`config.mk`:
```
export PLATFORM = sky130hd
export DESIGN_NAME = ppm_raw_header_parser
export DESIGN_NICKNAME = d
export VERILOG_FILES = /design/src/rtl/pphdr_pkg.sv /design/src/rtl/ppm_raw_header_parser.sv
export SDC_FILE = /design/constraint.sdc
export NUM_CORES = 1
export LEC_CHECK = 0
export ABC_AREA = 0
export ABC_CLOCK_PERIOD_IN_PS = 5230
export CAP_MARGIN = 30
export CORE_MARGIN = 2
export CORE_UTILIZATION = 51
export DETAILED_ROUTE_END_ITERATION = 16
export DONT_BUFFER_PORTS = 1
export PLACE_DENSITY = 0.66
export SLEW_MARGIN = 20
export SYNTH_ARGS = -nofsm -noshare
export SYNTH_HDL_FRONTEND = slang
export SYNTH_SLANG_ARGS = --single-unit
```
`constraint.sdc`:
```
create_clock -name clk -period 5.23 [get_ports clk]
set_input_delay 0 -clock clk [delete_from_list [all_inputs] [get_ports clk]]
set_output_delay 0 -clock clk [all_outputs]
set_load 0.02 [all_outputs]
```
`src/rtl/pphdr_pkg.sv`:
```
// shared types and constants of the raw ppm header parser
`default_nettype none

package pphdr_pkg;

    localparam int DIM_BITS_DEFAULT = 16;
    localparam int OUT_DIM_BITS     = 16;
    localparam int STATUS_BITS      = 3;

    localparam logic [STATUS_BITS-1:0] ST_OK         = 3'd0;
    localparam logic [STATUS_BITS-1:0] ST_EOS        = 3'd1;
    localparam logic [STATUS_BITS-1:0] ST_BAD_MAGIC  = 3'd2;
    localparam logic [STATUS_BITS-1:0] ST_BAD_CHAR   = 3'd3;
    localparam logic [STATUS_BITS-1:0] ST_BAD_MAXVAL = 3'd4;
    localparam logic [STATUS_BITS-1:0] ST_TRUNCATED  = 3'd5;
    localparam logic [STATUS_BITS-1:0] ST_TOO_LARGE  = 3'd6;

    localparam logic [7:0] CH_MAGIC0  = 8'h50;
    localparam logic [7:0] CH_MAGIC1  = 8'h36;
    localparam logic [7:0] CH_HASH    = 8'h23;
    localparam logic [7:0] CH_NEWLINE = 8'h0a;
    localparam logic [7:0] CH_ZERO    = 8'h30;
    localparam logic [7:0] CH_NINE    = 8'h39;
    localparam logic [7:0] CH_SPACE   = 8'h20;
    localparam logic [7:0] CH_TAB     = 8'h09;
    localparam logic [7:0] CH_CR      = 8'h0d;

    localparam int MAXVAL = 255;

    typedef enum logic [8:0] {
        PH_MAGIC0 = 9'b000000001,
        PH_MAGIC1 = 9'b000000010,
        PH_MAGIC2 = 9'b000000100,
        PH_SKIP_W = 9'b000001000,
        PH_NUM_W  = 9'b000010000,
        PH_SKIP_H = 9'b000100000,
        PH_NUM_H  = 9'b001000000,
        PH_SKIP_M = 9'b010000000,
        PH_NUM_M  = 9'b100000000
    } phase_t;

endpackage

`default_nettype wire

```
`src/rtl/ppm_raw_header_parser.sv`:
```
// raw ppm (p6) header parser, one header byte per item
//
// input channel: in_valid / in_stall with data_byte and end_of_input.
// an item with end_of_input set carries no byte and closes the stream.
// output channel: out_valid / out_stall with status, image_width and
// image_height; one item leaves per finished or failed header.
// a byte is registered at the input, decoded by one pass of logic against
// the parser state, and any result lands in the output register.
// throughput is one byte per cycle while no result waits on a stalled
// receiver; the state update and the times-ten accumulate of the digit
// path sit in that single pass.
// while the receiver stalls, bytes that give no result keep flowing;
// a byte that would give a result waits in the input register and
// in_stall rises until the pending result is taken.
// reset clears both registers' valid flags and returns the parser to
// waiting for the first magic byte; after every result it rearms the same way.
`default_nettype none

module ppm_raw_header_parser #(
    parameter int DIM_BITS = pphdr_pkg::DIM_BITS_DEFAULT
) (
    input  wire logic                                  clk,
    input  wire logic                                  rst_n,
    input  wire logic                                  in_valid,
    output logic                                       in_stall,
    input  wire logic [7:0]                            data_byte,
    input  wire logic                                  end_of_input,
    output logic                                       out_valid,
    input  wire logic                                  out_stall,
    output logic [pphdr_pkg::STATUS_BITS-1:0]          status,
    output logic [pphdr_pkg::OUT_DIM_BITS-1:0]         image_width,
    output logic [pphdr_pkg::OUT_DIM_BITS-1:0]         image_height
);

    import pphdr_pkg::*;

    localparam int ACC_BITS = DIM_BITS + 4;
    localparam logic [ACC_BITS-1:0] LIMIT = {{4{1'b0}}, {DIM_BITS{1'b1}}};

    // input register
    logic       s1_valid_reg;
    logic [7:0] s1_byte_reg;
    logic       s1_end_reg;

    // parser state
    phase_t              phase_reg, phase_next;
    logic                in_comment_reg, in_comment_next;
    logic                mismatch_reg, mismatch_next;
    logic [DIM_BITS-1:0] acc_reg, acc_next;
    logic [DIM_BITS-1:0] width_hold_reg, width_hold_next;
    logic [DIM_BITS-1:0] height_hold_reg, height_hold_next;

    // result register
    logic                    out_valid_reg;
    logic [STATUS_BITS-1:0]  status_reg;
    logic [OUT_DIM_BITS-1:0] width_out_reg;
    logic [OUT_DIM_BITS-1:0] height_out_reg;

    logic                    produce;
    logic [STATUS_BITS-1:0]  res_status;
    logic [OUT_DIM_BITS-1:0] res_width;
    logic [OUT_DIM_BITS-1:0] res_height;
    logic                    advance;
    logic                    out_load;
    logic                    in_accept;

    logic                    is_ws;
    logic                    is_digit;
    logic [ACC_BITS-1:0]     digit_ext;
    logic [ACC_BITS-1:0]     acc_ext;
    logic [ACC_BITS-1:0]     acc_times_ten;
    logic [DIM_BITS+OUT_DIM_BITS-1:0] width_wide;
    logic [DIM_BITS+OUT_DIM_BITS-1:0] height_wide;

    assign is_ws    = s1_byte_reg inside {CH_SPACE, [CH_TAB:CH_CR]};
    assign is_digit = s1_byte_reg inside {[CH_ZERO:CH_NINE]};

    assign digit_ext     = ACC_BITS'(s1_byte_reg - CH_ZERO) & ACC_BITS'(4'hf);
    assign acc_ext       = ACC_BITS'(acc_reg);
    assign acc_times_ten = (acc_ext << 3) + (acc_ext << 1) + digit_ext;

    assign width_wide  = {{OUT_DIM_BITS{1'b0}}, width_hold_reg};
    assign height_wide = {{OUT_DIM_BITS{1'b0}}, height_hold_reg};

    always_comb
    begin
        phase_next       = phase_reg;
        in_comment_next  = in_comment_reg;
        mismatch_next    = mismatch_reg;
        acc_next         = acc_reg;
        width_hold_next  = width_hold_reg;
        height_hold_next = height_hold_reg;
        produce          = 1'b0;
        res_status       = ST_OK;
        res_width        = '0;
        res_height       = '0;

        if (s1_end_reg)
        begin
            produce = 1'b1;
            if (phase_reg == PH_MAGIC1 || phase_reg == PH_MAGIC2 ||
                !(phase_reg inside {PH_SKIP_W, PH_NUM_W, PH_SKIP_H, PH_NUM_H,
                                    PH_SKIP_M, PH_NUM_M}))
            begin
                res_status = ST_EOS;
            end
            else
            begin
                res_status = ST_TRUNCATED;
            end
        end
        else
        begin
            case (phase_reg)
                PH_MAGIC1:
                begin
                    if (s1_byte_reg != CH_MAGIC1)
                    begin
                        mismatch_next = 1'b1;
                    end
                    phase_next = PH_MAGIC2;
                end
                PH_MAGIC2:
                begin
                    if (mismatch_reg)
                    begin
                        produce    = 1'b1;
                        res_status = ST_BAD_MAGIC;
                    end
                    else
                    begin
                        in_comment_next = 1'b0;
                        phase_next      = PH_SKIP_W;
                    end
                end
                PH_SKIP_W, PH_SKIP_H, PH_SKIP_M:
                begin
                    if (is_ws || s1_byte_reg == CH_HASH || in_comment_reg)
                    begin
                        if (s1_byte_reg == CH_HASH)
                        begin
                            in_comment_next = 1'b1;
                        end
                        if (s1_byte_reg == CH_NEWLINE)
                        begin
                            in_comment_next = 1'b0;
                        end
                    end
                    else if (!is_digit)
                    begin
                        produce    = 1'b1;
                        res_status = ST_BAD_CHAR;
                    end
                    else
                    begin
                        acc_next = DIM_BITS'(digit_ext);
                        case (phase_reg)
                            PH_SKIP_W: phase_next = PH_NUM_W;
                            PH_SKIP_H: phase_next = PH_NUM_H;
                            default:   phase_next = PH_NUM_M;
                        endcase
                    end
                end
                PH_NUM_W, PH_NUM_H, PH_NUM_M:
                begin
                    if (is_ws)
                    begin
                        if (phase_reg == PH_NUM_W)
                        begin
                            width_hold_next = acc_reg;
                            in_comment_next = 1'b0;
                            phase_next      = PH_SKIP_H;
                        end
                        else if (phase_reg == PH_NUM_H)
                        begin
                            height_hold_next = acc_reg;
                            in_comment_next  = 1'b0;
                            phase_next       = PH_SKIP_M;
                        end
                        else if (acc_reg != DIM_BITS'(MAXVAL))
                        begin
                            produce    = 1'b1;
                            res_status = ST_BAD_MAXVAL;
                        end
                        else
                        begin
                            produce    = 1'b1;
                            res_status = ST_OK;
                            res_width  = width_wide[OUT_DIM_BITS-1:0];
                            res_height = height_wide[OUT_DIM_BITS-1:0];
                        end
                    end
                    else if (!is_digit)
                    begin
                        produce    = 1'b1;
                        res_status = ST_BAD_CHAR;
                    end
                    else if (acc_times_ten > LIMIT)
                    begin
                        produce    = 1'b1;
                        res_status = ST_TOO_LARGE;
                    end
                    else
                    begin
                        acc_next = acc_times_ten[DIM_BITS-1:0];
                    end
                end
                default:
                begin
                    // first magic byte, also any code with no meaning
                    mismatch_next = (s1_byte_reg != CH_MAGIC0);
                    phase_next    = PH_MAGIC1;
                end
            endcase
        end

        if (produce)
        begin
            phase_next       = PH_MAGIC0;
            in_comment_next  = 1'b0;
            mismatch_next    = 1'b0;
            acc_next         = '0;
            width_hold_next  = '0;
            height_hold_next = '0;
        end
    end

    assign advance   = s1_valid_reg && (!produce || !out_valid_reg || !out_stall);
    assign out_load  = advance && produce;
    assign in_stall  = s1_valid_reg && !advance;
    assign in_accept = in_valid && !in_stall;

    always_ff @(posedge clk or negedge rst_n)
    begin
        if (!rst_n)
        begin
            s1_valid_reg    <= 1'b0;
            out_valid_reg   <= 1'b0;
            phase_reg       <= PH_MAGIC0;
            in_comment_reg  <= 1'b0;
            mismatch_reg    <= 1'b0;
            acc_reg         <= '0;
            width_hold_reg  <= '0;
            height_hold_reg <= '0;
        end
        else
        begin
            s1_valid_reg  <= in_accept || (s1_valid_reg && !advance);
            out_valid_reg <= out_load || (out_valid_reg && out_stall);
            if (advance)
            begin
                phase_reg       <= phase_next;
                in_comment_reg  <= in_comment_next;
                mismatch_reg    <= mismatch_next;
                acc_reg         <= acc_next;
                width_hold_reg  <= width_hold_next;
                height_hold_reg <= height_hold_next;
            end
        end
    end

    always_ff @(posedge clk)
    begin
        if (in_accept)
        begin
            s1_byte_reg <= data_byte;
            s1_end_reg  <= end_of_input;
        end
        if (out_load)
        begin
            status_reg     <= res_status;
            width_out_reg  <= res_width;
            height_out_reg <= res_height;
        end
    end

    assign out_valid    = out_valid_reg;
    assign status       = status_reg;
    assign image_width  = width_out_reg;
    assign image_height = height_out_reg;

    // stall only holds back a byte already registered
    a_stall_needs_item: assert property (@(posedge clk) disable iff (!rst_n)
        in_stall |-> s1_valid_reg)
        else $error("input stalled with empty input register");

    // failures carry zero dimensions
    a_fail_zero_dims: assert property (@(posedge clk) disable iff (!rst_n)
        (out_valid_reg && status_reg != ST_OK) |->
            (width_out_reg == '0 && height_out_reg == '0))
        else $error("failed header reported nonzero dimensions");

    // parser rearms after every result
    a_rearm: assert property (@(posedge clk) disable iff (!rst_n)
        out_load |=> (phase_reg == PH_MAGIC0 && acc_reg == '0 && !mismatch_reg))
        else $error("parser did not rearm after a result");

    // a taken result without a new one empties the output register
    a_out_drain: assert property (@(posedge clk) disable iff (!rst_n)
        (out_valid_reg && !out_stall && !out_load) |=> !out_valid_reg)
        else $error("result delivered twice");

endmodule

`default_nettype wire
```
==> run summary, run 1 <==
The xor-xnor portion of the synthesized cell area came out at 2.00%. For this design the top-level I/O count stands at 50. The tools report the final count of hold timing violations as 0. The final antenna diode count is 0. For the final database, setup skew stands at 0.0101 ns. For this design the ratio of total power to cell area is 264 nW/µm². The largest single stage delay on the critical path is 0.57 ns. The H-tree depth came out at 3. TritonCTS built the clock tree.

Counting flops with an async set or reset pin after synthesis yields a share of 58.1%. The worst max-slew margin expressed relative to the limit was 38.4%; the post-synthesis cell count was 554. Most common cell type on the critical path: sky130_fd_sc_hd__inv_1. Setup repair after global routing left no endpoint under its margin. Fill cells in the final layout number 940. The share of synthesized cell area in full adder, half adder and majority cells works out to 7.52%.

In this run the mean area of a mapped cell was 10.3 µm². The path type of the worst setup path is flop to flop. The library cell used most frequently in the layout, excluding fill and tap cells, is sky130_fd_sc_hd__dfrtp_1. After synthesis, the largest family of logic cells by area is simple AND/OR/NAND/NOR gates. Path class of the lowest-slack min-delay path: input pin to asynchronous set/reset pin.

The max-slew violation total from the final report is 0. The synthesized design contains 44 enable-type register cells. The die covers 12000 µm². Sequential elements use 50.1% of the synthesized area. The clock share of power was 29.5%; the post-detailed-route DRC marker count was 0. For the pin with the worst max-slew slack, the measured transition is 0.912 ns. The number of vias in the routed layout is 4228, and the data arrival at the endpoint of the critical path is 4.71 ns.

The period utilization is 84.9%. The first TritonRoute pass finished after 4 iterations. The number of different library cells in the post-synthesis netlist was 71; the total cell area at the placement stage was 5840 µm². The biggest fanout along the worst timing path is 8, and the area added between synthesis and finish is 8.90%. The height of the die was 110 µm; the total negative slack for setup checks was 0 ns. Once placement completed, the tool counted placed cells totaling 678. Count of synthesis-stage warnings from yosys: 0. The number of antenna violations at the first check in global routing was 0; the global-route track usage on met3 was 4.51%. The later pin in the worst-skew pair is clocked with a latency of 0.38 ns. For this configuration, the core starts out at a cell density of 52.3%.

The top cell types in the final layout, fill and taps aside, are sky130_fd_sc_hd__dfrtp_1, sky130_fd_sc_hd__nand2_1, sky130_fd_sc_hd__inv_1. The logs give 2 for the maximum clock insertion buffer count and 2.53 nW for the standby leakage power. Setup violations remaining at the end of the flow were counted as 0. Sequential cells account for 59.5% of the total power.

The final wirelength was 12700 µm. Post-CTS timing repair inserted 0 buffers for setup. The run finished with clean final reports. Among all stages on the critical path, the largest delay is contributed by sky130_fd_sc_hd__dlygate4sd3_1. Row generation in the floorplan step produced 38 rows. The proportion of synthesized area in mux cells was 1.69%. For the finished layout, the period the worst path requires is 4.44 ns. Number of global-route vias before repair: 4069.

The net count of the finished layout was 610; the per-cell via count in the routed design was 5.96. The first global-routing pass estimated 20500 µm of wire. The cell sitting at the root of the clock tree is a sky130_fd_sc_hd__clkbuf_8. Combinational logic burns 11.0% of the power.

The max-cap violation count is 0. The most used flip-flop cell after synthesis is sky130_fd_sc_hd__dfrtp_1. The fraction of the mapped netlist area in compound gates is 16.3%, and the number of clock buffers inserted by TritonCTS is 9. The tools report the required time at the worst-slack endpoint as 5.50 ns.

The detail route stage leaves a number of antenna-violating nets equal to 0. The die is 110 µm wide. The biggest area contributor in the post-synthesis netlist is sky130_fd_sc_hd__dfrtp_1. Across the VDD grid, the largest voltage drop is 0.000133 V. After synthesis, the cell types taking the most area are sky130_fd_sc_hd__dfrtp_1, sky130_fd_sc_hd__edfxtp_1, sky130_fd_sc_hd__ha_1. STA classifies the critical path endpoint as a flop.

The standard cell core area is 10900 µm². The count of cells in the finished layout, fillers not included, comes to 709. The mapped netlist covers 5690 µm². The analysis attributes to net switching a power of 482 µW. The critical path goes through inv_1 -> fa_1 -> inv_1 -> ha_1 -> a211oi_2 -> nor3_1 -> o31a_1 -> or2_1 -> a221o_1 -> or3_4 -> a21oi_1 -> o31ai_1 -> dlygate4sd3_1. Clock-pin slew was measured on the worst setup and hold paths at 0.10 ns. The count of buffers added on input and output ports is 0. The count of clock tree sinks was 105. When the netlist entered floorplanning its net count stood at 600.

Global routing consumed, on the met1 layer, 32.1% of the routing resources. The total half-perimeter wirelength after legalization and detailed placement is 9090 µm. Final standard cell area without fillers: 6200 µm².

Static timing analysis puts the maximum clock frequency at 0.225 GHz. Category of the worst setup path launch point: a flop. For this run, global-route usage on met2 was measured as 34.0%. Average wire per standard cell: 17.8 µm. Routability-driven placement finished with a final weighted congestion of 0.899.

The proportion of layout cells with a drive suffix above 1 came out at 8.79%. After synthesis the netlist holds a flip-flop and latch count of 105. After Yosys synthesis, and, or, nand and nor cells account for 17.0% of the synthesized area. After global routing the overflow that remains totals 0.

The share of total power consumed by net switching came out at 29.4%. The most crowded layer after global routing was met2. The internal power summed over all cells was 1.16 mW; the largest net degree at the start of global routing was 62. Summed over its instances, the top area cell type makes up 26.4% of the synthesized netlist area. For the global-route total usage across every layer, the log shows 22.3%.

After the first detailed-routing iteration, the DRC count stood at 294.
## area by class of cell
type | instances | area (µm²) | share of cell area [%]
Sequential cell | 105 | 2850 | 46.0
Multi-Input combinational cell | 370 | 2530 | 40.9
Timing Repair Buffer | 23 | 245 | 3.96
Inverter | 55 | 206 | 3.33
Tap cell | 140 | 175 | 2.83
Clock buffer | 9 | 124 | 2.00
Clock inverter | 7 | 65.1 | 1.05
## power groups by stage
stage	clock network (mW)	logic (mW)	registers [mW]
after detailed placement	0	0.157	0.992
after floorplan	0	0.123	0.980
final	0.483	0.181	0.975
after global routing	0.525	0.201	0.982
after global placement	0	0.152	0.989
after CTS	0.489	0.178	0.975
## through the flow
stage | hold WS (ns) | worst slack [ns] | util (%) | power, mW
final | 0.125 | 0.790 | 56.9 | 1.64
after global routing | 0.136 | 0.545 | 56.9 | 1.71
after CTS | 0.136 | 0.833 | 56.9 | 1.64
after detailed placement | -0.294 | 0.922 | 53.7 | 1.15
after global placement | -0.293 | 1.06 | 53.3 | 1.14
after floorplan | -0.296 | 1.20 | - | 1.10
## cells by family (layout without fill, tap and decap cells)
| kind of cell | count (synthesis) | after routing |
|---|---|---|
| flip-flops | 105 | 105 |
| AO/OA/AOI/OAI | 132 | 132 |
| XOR/XNOR | 13 | 13 |
| AND/OR/NAND/NOR | 183 | 183 |
| multiplexers | 9 | 9 |
| buffers and inverters | 79 | 94 |
| adder cells (fa/ha/maj) | 33 | 33 |
## worst max-delay path: cells and delay by family, from the launching register on
family / cells / cell delay (ns)
compound gates: 5 / 1.52
flops: 1 / 0.48
buf+inv: 3 / 0.75
fa+ha+maj: 2 / 0.82
simple gates: 3 / 0.76
## synth_stat cells, types with 4 or more instances
master / instances
sky130_fd_sc_hd__and2_1: 5
sky130_fd_sc_hd__a21o_1: 8
sky130_fd_sc_hd__nand4_1: 6
sky130_fd_sc_hd__nand3_1: 12
sky130_fd_sc_hd__o21a_1: 4
sky130_fd_sc_hd__nor2_1: 19
sky130_fd_sc_hd__clkbuf_1: 15
sky130_fd_sc_hd__o32ai_2: 7
sky130_fd_sc_hd__ha_1: 31
sky130_fd_sc_hd__a21oi_1: 20
sky130_fd_sc_hd__xnor2_1: 6
sky130_fd_sc_hd__nor2b_1: 5
sky130_fd_sc_hd__xor2_1: 7
sky130_fd_sc_hd__o21ai_0: 49
sky130_fd_sc_hd__buf_2: 6
sky130_fd_sc_hd__nor4_1: 40
sky130_fd_sc_hd__inv_1: 55
sky130_fd_sc_hd__and3_1: 5
sky130_fd_sc_hd__edfxtp_1: 44
sky130_fd_sc_hd__nor3_1: 9
sky130_fd_sc_hd__mux2i_1: 7
sky130_fd_sc_hd__or2_2: 4
sky130_fd_sc_hd__o32ai_1: 5
sky130_fd_sc_hd__nand2_1: 59
sky130_fd_sc_hd__dfrtp_1: 60
## per-layer routing
metal,vias up,wire length (µm)
li1,2049,-
met1,2047,6150
met2,114,5790
met3,18,524
met4,0,185
met5,-,0
## path summary, 6_finish.rpt
path | start | slack, ns | depth (start not counted) | to
max in group asynchronous | rst_n | 4.80 | 2 | phase_reg[0]$_DFFE_PN1P_
max reg2reg | s1_byte_reg[3]$_DFFE_PP_ | 0.79 | 13 | s1_valid_reg$_DFF_PN0_
max | s1_byte_reg[3]$_DFFE_PP_ | 0.79 | 13 | s1_valid_reg$_DFF_PN0_
min in group clk | data_byte[1] | 0.24 | 1 | s1_byte_reg[1]$_DFFE_PP_
min reg2reg | height_hold_reg[5]$_DFFE_PN0P_ | 0.54 | 2 | height_hold_reg[5]$_DFFE_PN0P_
min | rst_n | 0.13 | 2 | in_comment_reg$_DFFE_PN0P_
## what timing repair did
action                    in CTS  in global routing
hold buffers                  14                  0
hold endpoints to repair      73                  0
resized for setup              0                  0
Note: power is estimated with default switching activity, not from simulation.
==> run 2, diff against run 1 <==
Settings changed: ABC_CLOCK_PERIOD_IN_PS 5230 to 4540.
Clock period 5.23 ns to 4.54 ns, I/O delays scaled along.
==> run summary, run 2 (synthesized netlist as in run 1, its figures left out) <==
The remaining global-route overflow was 0 (unchanged); the number of antenna violations at the first check in global routing was 0 (unchanged). TritonCTS built the clock tree. The required time at the worst-slack endpoint was 4.79 ns (-0.71 ns); the final antenna diode count was 0 (unchanged). The cell count after placement was 681 (+0.44%); the floorplan die area was 12000 µm² (unchanged).

The total negative slack for setup checks is 0 ns (unchanged). The tools report the maximum resistive drop on vdd as 0.000182 V (+37%). Setup repair after global routing left no endpoint under its margin. Total half-perimeter wirelength after legalization and detailed placement: 9040 µm (-0.54%).

The combined buffer and inverter count along the critical path is 3 (unchanged). The pin slew with the least headroom to its limit was 0.749 ns (-0.163 ns); the per-cell via count in the routed design was 6.00 (+0.61%). The x dimension of the die came out at 110 µm (unchanged). Worst reg2reg path startpoint: acc_reg[0]$_DFFE_PN0P_.

The tools report the count of standard-cell rows as 38 (unchanged). The most critical setup path has its startpoint at acc_reg[0]$_DFFE_PN0P_. The run gives 0.357 ns (-0.565 ns) as the worst slack at placement. The path class of the lowest-slack min-delay path was input pin to asynchronous set/reset pin. The period utilization is 95.8% (+11 points), and the max-cap violation count is 0 (unchanged). The number of design-rule violations left by the first detailed-router iteration is 321 (+9.2%).

The proportion of layout cells with a drive suffix above 1 was 9.76% (+0.97 points). The global-route total usage across every layer was 22.8% (+0.43 points). The library cells used most frequently in the layout, excluding fill and tap cells, are sky130_fd_sc_hd__dfrtp_1, sky130_fd_sc_hd__nand2_1, sky130_fd_sc_hd__inv_1.

For the number of clock buffers inserted by TritonCTS, the log shows 9 (unchanged). Most common library cell in the layout ignoring fill and taps: sky130_fd_sc_hd__dfrtp_1. The worst setup path is captured at a flop. The logs give 0 (unchanged) for the post-detailed-route DRC marker count and 4284 (+1.3%) for the number of vias in the routed layout. The largest net degree at the start of global routing came out at 62 (unchanged).

The max-slew violation total from the final report was 0 (unchanged); the worst max-slew margin expressed relative to the limit was 49.4% (+11 points). The tools report the filler-free cell count of the finished design as 714 (+0.71%). The tools report the final worst setup slack as 0.191 ns (-0.599 ns).

The run finished with clean final reports. STA classifies the critical path startpoint as a flop. The clock transition time at the flip-flop clock pins of the worst setup and hold paths was 0.11 ns (about the same). The final critical-path required period is 4.35 ns (-0.0910 ns). The final weighted congestion in routability-driven placement was 0.872 (-3.0%).

The final core area utilization is 57.3% (+0.40 points). Walking the worst path, the cells encountered are inv_1 -> fa_1 -> inv_1 -> fa_1 -> nand3_1 -> a21boi_1 -> a41o_1 -> a41oi_2 -> o21ai_1 -> mux2_4 -> or3_4 -> a21oi_2 -> o31ai_1 -> dlygate4sd3_1. The tools report the number of nets still failing antenna checks after routing as 0 (unchanged). The effective utilization at floorplan came out at 52.3% (unchanged).

The total of buffers placed on input and output ports came out at 0 (unchanged). Standard cell core area: 10900 µm² (unchanged). Critical path's top delay family: compound AO/OA/AOI/OAI gates. The logs give 0.19 ns (-0.60 ns) for the worst-case register-to-register setup slack and 615 (+0.82%) for the net count of the finished layout. The longest individual stage delay on the worst path is 0.57 ns (about the same), and the first-pass GRT wire length is 21200 µm (+3.4%). From synthesis to final layout, the design area changed by 9.67%.

The count of final setup violators is 0 (unchanged). The power density over the cells works out to 310 nW/µm² (+17%). The clock insertion delay at the later pin of the skew report was 0.37 ns (about the same).

For the number of detailed-route iterations in the first pass, the log shows 7 (+3). Root buffer selected by CTS: sky130_fd_sc_hd__clkbuf_8. The standby leakage power came out at 2.56 nW (+0.98%).

The count of clock tree sinks was 105 (unchanged); the height of the die was 110 µm (unchanged). The number of I/O pins was 50 (unchanged); the maximum clock insertion buffer count was 2 (unchanged). Among all stages on the critical path, the largest delay is contributed by sky130_fd_sc_hd__dlygate4sd3_1. For the H-tree depth, the log shows 3 (unchanged). The biggest fanout along the worst timing path was 5 (-3); the average wire per standard cell was 18.0 µm (+0.62%). The tools report the final count of hold timing violations as 0 (unchanged).

The tools report the fmax as 0.230 GHz (+2.1%). Final wirelength: 12800 µm (+1.3%). The data arrival at the endpoint of the critical path is 4.60 ns (-0.11 ns). The worst clock skew is 0.0162 ns (+0.00606 ns). For the number of global-route vias before repair, the log shows 4040 (-0.71%). The critical path is of the flop to flop type.
[run 2: repair_timing]
item | in CTS | in global routing
gates resized for setup | 0 | 1
hold buffers | 14 | 0
endpoints found under the hold margin | 73 | 0
setup buffers | 0 | 3
setup endpoints to repair | 0 | 1
[run 2: metrics by stage]
step                area (µm²)  hold WS, ns  total power, mW
global placement          5840       -0.294             1.32
floorplan                 5690       -0.296             1.27
global route              6240        0.180             2.01
finish                    6240        0.139             1.93
CTS                       6210        0.136             1.94
detailed placement        5850       -0.294             1.33
[run 2: metal layers]
layer  part of all wire [%]  track usage [%]  vias to the layer above
met5                      0                0                        -
met4                    1.1             6.51                        0
met3                    3.8             2.90                        9
met2                     46             34.6                      123
met1                     49             34.2                     2095
li1                       -                -                     2057
[run 2: final timing paths]
| kind | cells after the start | end |
|---|---|---|
| min in group clk | 1 | s1_byte_reg[4]$_DFFE_PP_ |
| setup / recovery | 14 | s1_valid_reg$_DFF_PN0_ |
| hold reg to reg | 2 | height_hold_reg[5]$_DFFE_PN0P_ |
| hold / removal | 2 | in_comment_reg$_DFFE_PN0P_ |
| max in group asynchronous | 2 | phase_reg[0]$_DFFE_PN1P_ |
| setup reg to reg | 14 | s1_valid_reg$_DFF_PN0_ |
[run 2: area by class of cell]
class                      count  area [µm²]
fill                         924        4650
sequential                   105        2850
multi-input combinational    370        2540
timing repair buffer          28         270
inverter                      55         206
tap                          140         175
clock buffer                  10         128
clock inverter                 6        73.8
[run 2: where the power goes]
| group | switching [mW] | internal (mW) | leakage, nW |
|---|---|---|---|
| Clock | 0.332 | 0.262 | 0.0950 |
| Sequential | 0.0746 | 1.05 | 1.27 |
| Combinational | 0.138 | 0.0761 | 1.20 |
| Total | 0.545 | 1.39 | 2.56 |
==> run 3, diff against run 2 <==
Settings changed: CORE_UTILIZATION 51 to 50, CTS_BUF_LIST set to sky130_fd_sc_hd__clkbuf_4 sky130_fd_sc_hd__clkbuf_8, PLACE_DENSITY 0.66 to not set, TNS_END_PERCENT set to 30.
==> run summary, run 3 (synthesized netlist as in run 1, its figures left out) <==
The run gives 0.234 GHz (+1.8%) as the fmax. For the final antenna diode count, the log shows 0 (unchanged). Worst reg2reg path startpoint: acc_reg[0]$_DFFE_PN0P_.

The count of clock tree sinks came out at 105 (unchanged). The root buffer selected by CTS is sky130_fd_sc_hd__clkbuf_8. The number of nets still failing antenna checks after routing came out at 0 (unchanged). The x dimension of the die was 111 µm (+0.96%).

The number of I/O pins came out at 50 (unchanged). For the combinational share of power, the log shows 11.2% (about the same). The clock transition time at the flip-flop clock pins of the worst setup and hold paths is 0.11 ns (about the same), and the total half-perimeter wirelength after legalization and detailed placement is 9310 µm (+3.0%). The max-slew violation total from the final report came out at 0 (unchanged).

The standard cell core area was 11000 µm² (+0.87%); the worst max-slew margin expressed relative to the limit was 52.1% (+2.7 points). The critical register-to-register path endpoint was s1_valid_reg$_DFF_PN0_. The required time at the worst-slack endpoint was 4.81 ns (+0.02 ns); the number of cells traversed by the worst register-to-register path was 14 (unchanged). The number of global-route vias before repair is 4155 (+2.8%).

The number of clock buffers inserted by TritonCTS was 9 (unchanged); the combined buffer and inverter count along the critical path was 3 (unchanged). Number of antenna violations at the first check in global routing: 0 (unchanged). The library cells used most frequently in the layout, excluding fill and tap cells, are sky130_fd_sc_hd__dfrtp_1, sky130_fd_sc_hd__nand2_1, sky130_fd_sc_hd__inv_1. Largest net degree at the start of global routing: 62 (unchanged). Among all stages on the critical path, the largest delay is contributed by sky130_fd_sc_hd__dlygate4sd3_1.

The count of standard-cell rows is 38 (unchanged), and the clock insertion delay at the later pin of the skew report is 0.39 ns (+0.02 ns). The logs give 4268 (-0.37%) for the number of vias in the routed layout and 0.881 (+1.0%) for the final weighted congestion in routability-driven placement. The run gives 0 (unchanged) as the max-cap violation count. By startpoint and endpoint, the worst setup path is classified as flop to flop. The count of final setup violators is 0 (unchanged), and the H-tree depth is 3 (unchanged). The floorplan die area is 12300 µm² (+1.9%).

The height of the die was 111 µm (+0.96%); the remaining global-route overflow was 0 (unchanged). The final count of hold timing violations was 0 (unchanged); the post-detailed-route DRC marker count was 0 (unchanged). The worst setup path is captured at a flop. The share of total power consumed by net switching is 28.3% (+0.13 points). The maximum resistive drop on vdd was 0.000192 V (+5.3%).

The tools report the worst-case register-to-register setup slack as 0.27 ns (+0.08 ns). Internal power summed over all cells: 1.40 mW (+0.64%). The run gives 31.4% (+0.7 points) as the clock share of power.

First-pass GRT wire length: 21500 µm (+1.1%). The worst clock skew was 0.0154 ns (-0.000729 ns). The flow ran to the end, and the final reports show no timing, DRC or antenna violations.

Critical path's top delay family: compound AO/OA/AOI/OAI gates. Area added between synthesis and finish: 9.91%. The data arrival at the endpoint of the critical path is 4.55 ns (-0.05 ns). The biggest fanout along the worst timing path came out at 5 (unchanged). The run gives 2.57 nW (+0.32%) as the standby leakage power. The library cell used most frequently in the layout, excluding fill and tap cells, is sky130_fd_sc_hd__dfrtp_1. The final critical-path required period is 4.27 ns (-0.0766 ns), and the power density over the cells is 312 nW/µm² (+0.61%).

Total of buffers placed on input and output ports: 0 (unchanged). The average wire per standard cell was 18.3 µm (+1.9%); the maximum clock insertion buffer count was 2 (unchanged). The tools report the total negative slack for setup checks as 0 ns (unchanged). Setup repair after global routing left no endpoint under its margin. The logs give 57.4% (-0.8 points) for the proportion of power drawn by flip-flops and latches and 0 (unchanged) for the post-CTS repair timing setup buffer count. TritonCTS built the clock tree. The tightest min-delay check is of the input pin to asynchronous set/reset pin type.

The longest individual stage delay on the worst path came out at 0.56 ns (about the same). The net count of the finished layout is 614 (-0.16%), and the effective utilization at floorplan is 51.8% (-0.45 points). The number of detailed-route iterations in the first pass came out at 4 (-3).

The pin slew with the least headroom to its limit was 0.709 ns (-0.0395 ns); the per-cell via count in the routed design was 5.99 (-0.23%). The logs give 262 (-18%) for the number of design-rule violations left by the first detailed-router iteration and 552 µW (+1.3%) for the switching power total. The category of the worst setup path launch point was a flop. Traced cell by cell, the critical path runs through inv_1 -> fa_1 -> inv_1 -> fa_1 -> nand3_1 -> a21boi_1 -> a41o_1 -> a41oi_2 -> o21ai_1 -> mux2_4 -> or3_4 -> a21oi_2 -> o31ai_1 -> dlygate4sd3_1.

The proportion of layout cells with a drive suffix above 1 came out at 9.42% (-0.33 points). Global-route total usage across every layer: 21.7% (-1.0 points). The final wirelength is 13000 µm (+1.7%), and the period utilization is 94.1% (-1.7 points). The final core area utilization is 57.0% (-0.37 points).
==> run 3: changes by cell type in the layout (fill, tap and decap cells not counted), moves of 2 or more <==
| cell | previous run | this run |
|---|---|---|
| sky130_fd_sc_hd__buf_4 | 13 | 10 |
| sky130_fd_sc_hd__clkbuf_4 | 0 | 2 |
| sky130_fd_sc_hd__clkinvlp_4 | 2 | 0 |
| sky130_fd_sc_hd__nand2_2 | 2 | 0 |
==> run 3: repair_timing <==
item	CTS	global route
hold buffers	14	0
endpoints found under the hold margin	73	0
resized for setup	0	2
endpoints found under the setup margin	0	28
==> run 3: cell type report <==
class | count | area [µm²]
Clock buffer | 10 | 131
Inverter | 55 | 206
Multi-Input combinational cell | 370 | 2540
Tap cell | 140 | 175
Fill cell | 959 | 4730
Timing Repair Buffer | 27 | 275
Sequential cell | 105 | 2850
Clock inverter | 6 | 76.3
==> run 3: how the worst max path moves through the flow <==
stage,startpoint,end,slack [ns],cells after the start
6_report,acc_reg[0]$_DFFE_PN0P_,s1_valid_reg$_DFF_PN0_,0.27,14
5_1_grt,acc_reg[0]$_DFFE_PN0P_,height_hold_reg[2]$_DFFE_PN0P_,0.05,14
4_1_cts,acc_reg[0]$_DFFE_PN0P_,s1_valid_reg$_DFF_PN0_,0.18,14
3_5_place_dp,acc_reg[0]$_DFFE_PN0P_,acc_reg[15]$_DFFE_PN0P_,0.29,13
3_3_place_gp,acc_reg[0]$_DFFE_PN0P_,image_height[1]$_SDFFCE_PP0P_,0.41,13
2_1_floorplan,acc_reg[0]$_DFFE_PN0P_,s1_byte_reg[0]$_DFFE_PP_,0.51,13
==> run 3: power by group through the flow <==
stage	registers, mW	logic (mW)	clock network, mW
finish	1.12	0.219	0.612
floorplan	1.13	0.141	0
CTS	1.12	0.216	0.621
global route	1.13	0.243	0.657
detailed placement	1.14	0.192	0
global placement	1.14	0.188	0
==> run 3: worst reg2reg max path, cell delays in order, from the launching register on <==
cell and delay, ns:
sky130_fd_sc_hd__dfrtp_1 0.44, sky130_fd_sc_hd__inv_1 0.10, sky130_fd_sc_hd__fa_1 0.53, sky130_fd_sc_hd__inv_1 0.07, sky130_fd_sc_hd__fa_1 0.45, sky130_fd_sc_hd__nand3_1 0.12
sky130_fd_sc_hd__a21boi_1 0.08, sky130_fd_sc_hd__a41o_1 0.29, sky130_fd_sc_hd__a41oi_2 0.26, sky130_fd_sc_hd__o21ai_1 0.12, sky130_fd_sc_hd__mux2_4 0.34, sky130_fd_sc_hd__or3_4 0.43
sky130_fd_sc_hd__a21oi_2 0.27, sky130_fd_sc_hd__o31ai_1 0.10, sky130_fd_sc_hd__dlygate4sd3_1 0.56
==> run 3: through the flow <==
stage / hold slack (ns) / setup slack (ns) / total power [mW] / instance area (µm²) / instances
6_report: 0.145 / 0.268 / 1.95 / 6260 / 713
2_1_floorplan: -0.296 / 0.508 / 1.27 / 5690 / 554
3_5_place_dp: -0.294 / 0.287 / 1.33 / 5870 / 682
3_3_place_gp: -0.294 / 0.410 / 1.33 / 5850 / 680
5_1_grt: 0.192 / 0.0507 / 2.03 / 6260 / 713
4_1_cts: 0.152 / 0.179 / 1.96 / 6240 / 712
==> run 3: routing by layer <==
metal	vias up	routed length [µm]	GRT usage, %
met5	-	0	0
met4	0	282	8.08
met3	19	671	3.88
met2	119	5730	31.9
met1	2066	6360	32.3
li1	2064	-	-
